### config.mk
export PLATFORM = sky130hd
export DESIGN_NAME = spsp_div
export DESIGN_NICKNAME = d
export VERILOG_FILES = /design/src/rtl/assert_macros.svh /design/src/rtl/spsp_div.sv
export SDC_FILE = /design/constraint.sdc
export NUM_CORES = 2
export LEC_CHECK = 0
export BUFFER_PORTS_ARGS = -buffer_cell sky130_fd_sc_hd__buf_4
export CORE_MARGIN = 4
export CORE_UTILIZATION = 63
export CTS_CLUSTER_DIAMETER = 40
export CTS_CLUSTER_SIZE = 24
export DETAILED_ROUTE_END_ITERATION = 8
export PLACE_DENSITY = 0.79
export SLEW_MARGIN = 20
export SYNTH_ARGS = -nofsm -noshare
export SYNTH_HDL_FRONTEND = slang
export SYNTH_SLANG_ARGS = --single-unit
### constraint.sdc
create_clock -name clk -period 4.9 [get_ports clk]
set_clock_uncertainty 0.05 [all_clocks]
set_input_delay 0.245 -clock clk [delete_from_list [all_inputs] [get_ports clk]]
set_output_delay 0.245 -clock clk [all_outputs]
set_load 0.02 [all_outputs]
### src/rtl/assert_macros.svh
// assertion macros used by the top-level rtl file
// expects clk and rst to be visible where a macro is used
`ifndef ASSERT_MACROS_SVH
`define ASSERT_MACROS_SVH

// clocked check that is off while rst is high
`define SPSP_ASSERT_CLK(lbl, prop, msg) \
  lbl: assert property (@(posedge clk) disable iff (rst) prop) else $error(msg);

// clocked check that also runs through reset
`define SPSP_ASSERT_ALWAYS(lbl, prop, msg) \
  lbl: assert property (@(posedge clk) prop) else $error(msg);

`endif

### src/rtl/spsp_div.sv
// pipelined restoring divider, one quotient bit per stage, with overflow flag
// uses no package
`default_nettype none

module spsp_div #(
  parameter int NUM_W = 48,
  parameter int DEN_W = 34,
  parameter int Q_W   = 24
) (
  input  logic             clk,
  input  logic [NUM_W-1:0] num,
  input  logic [DEN_W-1:0] den,
  output logic [Q_W-1:0]   quo,
  output logic             ovf
);

  localparam int W = (NUM_W > DEN_W + Q_W) ? NUM_W : DEN_W + Q_W;

  logic [W-1:0]     rem [0:Q_W-1];
  logic [DEN_W-1:0] dv  [0:Q_W-1];
  logic [Q_W-1:0]   qv  [0:Q_W];
  logic             ov  [0:Q_W];

  always_ff @(posedge clk) begin
    rem[0] <= W'(num);
    dv[0]  <= den;
    qv[0]  <= '0;
    // quotient does not fit in Q_W bits
    ov[0]  <= W'(num) >= (W'(den) << Q_W);
    for (int k = 1; k < Q_W; k++) begin
      rem[k] <= (rem[k-1] >= (W'(dv[k-1]) << (Q_W - k))) ?
                rem[k-1] - (W'(dv[k-1]) << (Q_W - k)) : rem[k-1];
      dv[k]  <= dv[k-1];
    end
    for (int k = 1; k <= Q_W; k++) begin
      qv[k] <= qv[k-1] |
               (Q_W'(rem[k-1] >= (W'(dv[k-1]) << (Q_W - k))) << (Q_W - k));
      ov[k] <= ov[k-1];
    end
  end

  assign quo = qv[Q_W];
  assign ovf = ov[Q_W];

endmodule

`default_nettype wire

# Word-level counts from Yosys, hierarchy flattened
# Memories as Yosys holds them, arrays and structs flattened.
# Index checks and enable logic that the tools add are counted.
[word_totals]
regBits = 0
ramBits = 2833
in_bits = 83
out_inout_bits = 25
mem_count = 4
[classes]
add_sub_neg = 23
order_cmp = 25
n_mux = 23
bitwise = 24
[memory_table]
columns = ["memory", "depth", "word_bits", "read_ports", "rd_ports_with_merged_regs", "wr", "line", "text"]
rows = [
  ["rem", 24, 58, 24, 0, 24, "spsp_div.sv:19", "logic [W-1:0] rem [0:Q_W-1];"],
  ["dv", 24, 34, 24, 0, 24, "spsp_div.sv:20", "logic [DEN_W-1:0] dv [0:Q_W-1];"],
  ["qv", 25, 24, 25, 0, 25, "spsp_div.sv:21", "logic [Q_W-1:0] qv [0:Q_W];"],
  ["ov", 25, 1, 25, 0, 25, "spsp_div.sv:22", "logic ov [0:Q_W];"],
]
[ops]
columns = ["operator", "count"]
rows = [
  ["$mux 58", 23],
  ["$ge 48x58->1", 1],
  ["$ge 58x34->1", 1],
  ["$ge 58x35->1", 1],
  ["$ge 58x36->1", 1],
  ["$ge 58x37->1", 1],
  ["$ge 58x38->1", 1],
  ["$ge 58x39->1", 1],
  ["$ge 58x40->1", 1],
  ["$ge 58x41->1", 1],
  ["$ge 58x42->1", 1],
  ["$ge 58x43->1", 1],
  ["$ge 58x44->1", 1],
  ["$ge 58x45->1", 1],
  ["$ge 58x46->1", 1],
  ["$ge 58x47->1", 1],
  ["$ge 58x48->1", 1],
  ["$ge 58x49->1", 1],
  ["$ge 58x50->1", 1],
  ["$ge 58x51->1", 1],
  ["$ge 58x52->1", 1],
  ["$ge 58x53->1", 1],
  ["$ge 58x54->1", 1],
  ["$ge 58x55->1", 1],
  ["other kinds (49)", 49],
]

# Longest topological paths before layout
[depth]
word_depth = 2
ltp_mapped = 17
mapped_depth_nobuf = 15

# Worst setup path after synthesis
# No wires, ideal clock.
[synth_path]
path_type = "register to register"
from = "mem rem[2][7] (netlist bit)"
to = "mem rem[2][99] (netlist bit)"
setup_time_ns = 0.134
arrival_ns = 3.387
setup_slack_ns = 1.329
path_stages_with_launch = 15
path_buffers = 0
synth_period_minus_slack_ns = 3.571
cell_sequence = "dfxtp_1 inv_1 ha_1 inv_1 fa_1 a211oi_1 o211ai_1 a21oi_1 a31oi_1 o41ai_1 o21ai_0 a211oi_1 nor3_1 a2111oi_2 xor2_1"
[synth_lines]
columns = ["element", "line"]
rows = [
  ["from (decl)", "spsp_div.sv:19"],
]

==> flow_metrics.env <==
export IMPL_core_area_sq_um=176100
export IMPL_yosys_cell_types_count=100
export IMPL_fin_crit_ns=4.496
export IMPL_post_cts_setup_buffers=0
export IMPL_synthFlopType="dfxtp_1"
export IMPL_async_flop_share_pct=0
export IMPL_whs_ns=0.1348
export IMPL_start_kind="register"
export IMPL_start_util_pct=63.38
export IMPL_syn_avg_cell_area_sq_um=9.171
export IMPL_wirelength_mm=333.6
export IMPL_drc=0
export IMPL_num_vias=91021
export IMPL_synth_top_cell_by_area="dfxtp_1"
export IMPL_netlist_instances=12172
export IMPL_finalInstanceArea_sq_um=127400
export IMPL_utilization_pct=72.34
export IMPL_track_usage_pct=35.04
export IMPL_gr_total_overflow=0
export IMPL_crit_arrival_ns=5.25
export IMPL_final_max_slew_viol_count=0
export IMPL_cts_buffers_inserted=316
export IMPL_grt_antenna_before_repair=11
export IMPL_place_congestion=0.9850
export IMPL_crit_start="rem[0][422]$_DFF_P_"
export IMPL_worstHoldStart="den[29]"
export IMPL_cts_tree="done"
export IMPL_synth_area_leaders="dfxtp_1 (45%), ha_1 (9.3%), a21oi_1 (4.7%)"
export IMPL_worst_slew_pin_slew_ns=1.030
export IMPL_slew_headroom_pct=30.82
export IMPL_cp_data_required_time_ns=5.66
export IMPL_ant_nets=0
export IMPL_cts_root_buf="clkbuf_16"
export IMPL_reg2regPathDepth=14
export IMPL_cts_clk_slew_worst_paths_ns=0.08
export IMPL_drive_above_1_share_pct=7.600
export IMPL_path_class="reg -> reg"
export IMPL_reg2reg_from="rem[0][422]$_DFF_P_"
export IMPL_power_density_nw_per_um2=691.1
export IMPL_worst_skew_pair_late_latency_ns=0.99
export IMPL_r2r_end="rem[1][45]$_DFF_P_"
export IMPL_die_y_microns=428.9
export IMPL_dp_hpwl_mm=253.2
export IMPL_rsz0062_at_grt="false"
export IMPL_io_buffers=107
export IMPL_finalSetupViolations=0
export IMPL_ys_warn_count=0
export IMPL_outcome="completed"
export IMPL_final_nets=13424
export IMPL_grt_pass1_vias=90134
export IMPL_max_vdd_ir_drop_uv=412.2
export IMPL_period_share_pct=91.76
export IMPL_worstHoldPathCells=4
export IMPL_postCtsHoldBufs=164
export IMPL_clk_path_buf_depth=4
export IMPL_hold_class="in -> reg"
export IMPL_finalHoldViolations=0
export IMPL_die_area_sq_um=184000
export IMPL_synth_seq_area_share_pct=45.25
export IMPL_drt_iter0_drc=7794
export IMPL_hold_path_end="ov[0][0]$_DFF_P_"
export IMPL_drtPass1Iterations=6
export IMPL_syn_nets=13109
export IMPL_cts_htree_levels=5
export IMPL_synth_area_sq_um=111600
export IMPL_p_leak_nw=57.50
export IMPL_max_freq_mhz=222.4
export IMPL_ys_ff_latch=2523
export IMPL_vias_per_cell=6.039
export IMPL_area_growth_syn_to_layout_pct=14.13
export IMPL_yosysTopAreaCellShare_pct=45.25
export IMPL_max_cap_violations=0
export IMPL_fin_tns_setup_ns=0
export IMPL_io_pins=108
export IMPL_cts_resized=0
export IMPL_path_max_fanout=60
export IMPL_wl_per_cell_microns=22.13
export IMPL_grt_max_degree=65
export IMPL_dpl_cell_area_sq_um=114700
export IMPL_num_rows=154
export IMPL_die_width_microns=428.9
export IMPL_synth_edf_count=0
export IMPL_grt_pass1_wl_mm=510.2
export IMPL_rrSetupSlack_ns=0.40
export IMPL_cts_sinks=2523
export IMPL_end_kind="register"
==> layout by cell type, fill, tap and decap left out, types with 112 or more instances in the layout <==
master,count
o21ai_0,739
nor2_1,772
nand3_1,232
a21oi_1,1039
o21a_1,112
nand2_1,894
nor4_1,153
xor2_1,415
inv_1,1045
nor3_1,185
clkbuf_16,321
xnor2_1,534
mux2_2,120
a21o_1,481
dfxtp_1,2523
ha_1,831
nand2b_1,116
buf_4,165
nand4_1,187
dlygate4sd3_1,164
==> worst max path at each step <==
stage	end	slack, ns	cells past startpoint
floorplan	rem[2][99]$_DFF_P_	1.33	14
global placement	rem[1][343]$_DFF_P_	0.68	15
detailed placement	rem[1][343]$_DFF_P_	0.67	15
CTS	rem[1][45]$_DFF_P_	0.58	14
global route	rem[1][45]$_DFF_P_	0.22	14
finish	rem[1][45]$_DFF_P_	0.40	14
==> report_power, final <==
part	switching [mW]	internal, mW	total [mW]	leakage [nW]
logic	19.7	14.3	34.0	31.0
registers	4.67	25.5	30.2	21.2
clock network	9.88	14.0	23.9	5.32
==> sequential cells by signal (all words and copies together), names as in the netlist <==
name	flops
rem	1382
ov	25
dv	816
qv	300
==> cell families (layout without fill, tap and decap cells) <==
kind of cell               count (synthesis)  after routing  synth area share, %
other                                      0              9                    0
and+or+nand+nor                         3167           3167                13.94
adders and majority gates                854            854                9.727
buffers and inverters                   1394           1945                4.736
muxes                                    135            135                1.348
xor gates and xnor gates                 949            949                7.446
AOI/OAI and AO/OA                       3150           3150                17.55
DFF                                     2523           2523                45.25
==> cell usage after synthesis, types with 23 or more instances <==
cell type,count
dfxtp_1,2523
inv_1,1045
a21oi_1,1041
nand2_1,895
ha_1,831
nor2_1,772
o21ai_0,739
xnor2_1,534
a21o_1,481
xor2_1,415
clkbuf_1,302
nand3_1,233
nand4_1,187
nor3_1,185
nor4_1,153
mux2_2,120
nand2b_1,116
o21a_1,112
nor2b_1,111
a31oi_1,106
and3_1,103
o21bai_1,90
or3_1,82
a211oi_1,78
and2_1,70
o31ai_1,64
o211ai_1,61
or4_1,53
or2_2,43
a21boi_0,41
and4_1,33
a211o_1,31
a2111oi_0,29
a31o_2,29
nor4b_1,29
a311oi_1,25
fa_1,23
==> critical path, stage by stage, from the launching register on <==
cell	delay, ns
dfxtp_1	0.30
inv_1	0.07
ha_1	0.19
inv_1	0.07
fa_1	0.41
a21o_1	0.20
a221oi_1	0.58
a211oi_1	0.29
o21ai_0	0.38
a21oi_1	0.17
a21oi_1	0.19
and2_2	0.17
buf_4	0.46
clkinv_1	0.43
mux2_2	0.37
==> layout make-up <==
class,count,area (sq um)
multi-input cells,8255,55950
repair buffers,337,3040
inverters,1054,3961
flip-flops and latches,2523,50510
fillers,12895,48720
clock inverters,202,2688
diodes,9,22.52
well taps,2340,2928
clock buffers,352,8299
==> layer usage <==
layer / global-route usage, % / vias to the layer above / wire, microns
met3: 5.163 / 1293 / 18550
met1: 38.26 / 42796 / 122700
met5: 0 / - / 41
met2: 61.63 / 3778 / 163100
li1: - / 43146 / -
met4: 26.13 / 8 / 29160
==> stage by stage <==
step,power [mW],setup WS [ns],cells
floorplan,53.26,1.329,12172
global placement,62.72,0.6792,14345
detailed placement,63.20,0.6739,14345
CTS,87.44,0.5780,15063
global route,92.71,0.2212,15066
finish,88.04,0.4037,15072
No activity file was read; power rests on OpenSTA's default activity.
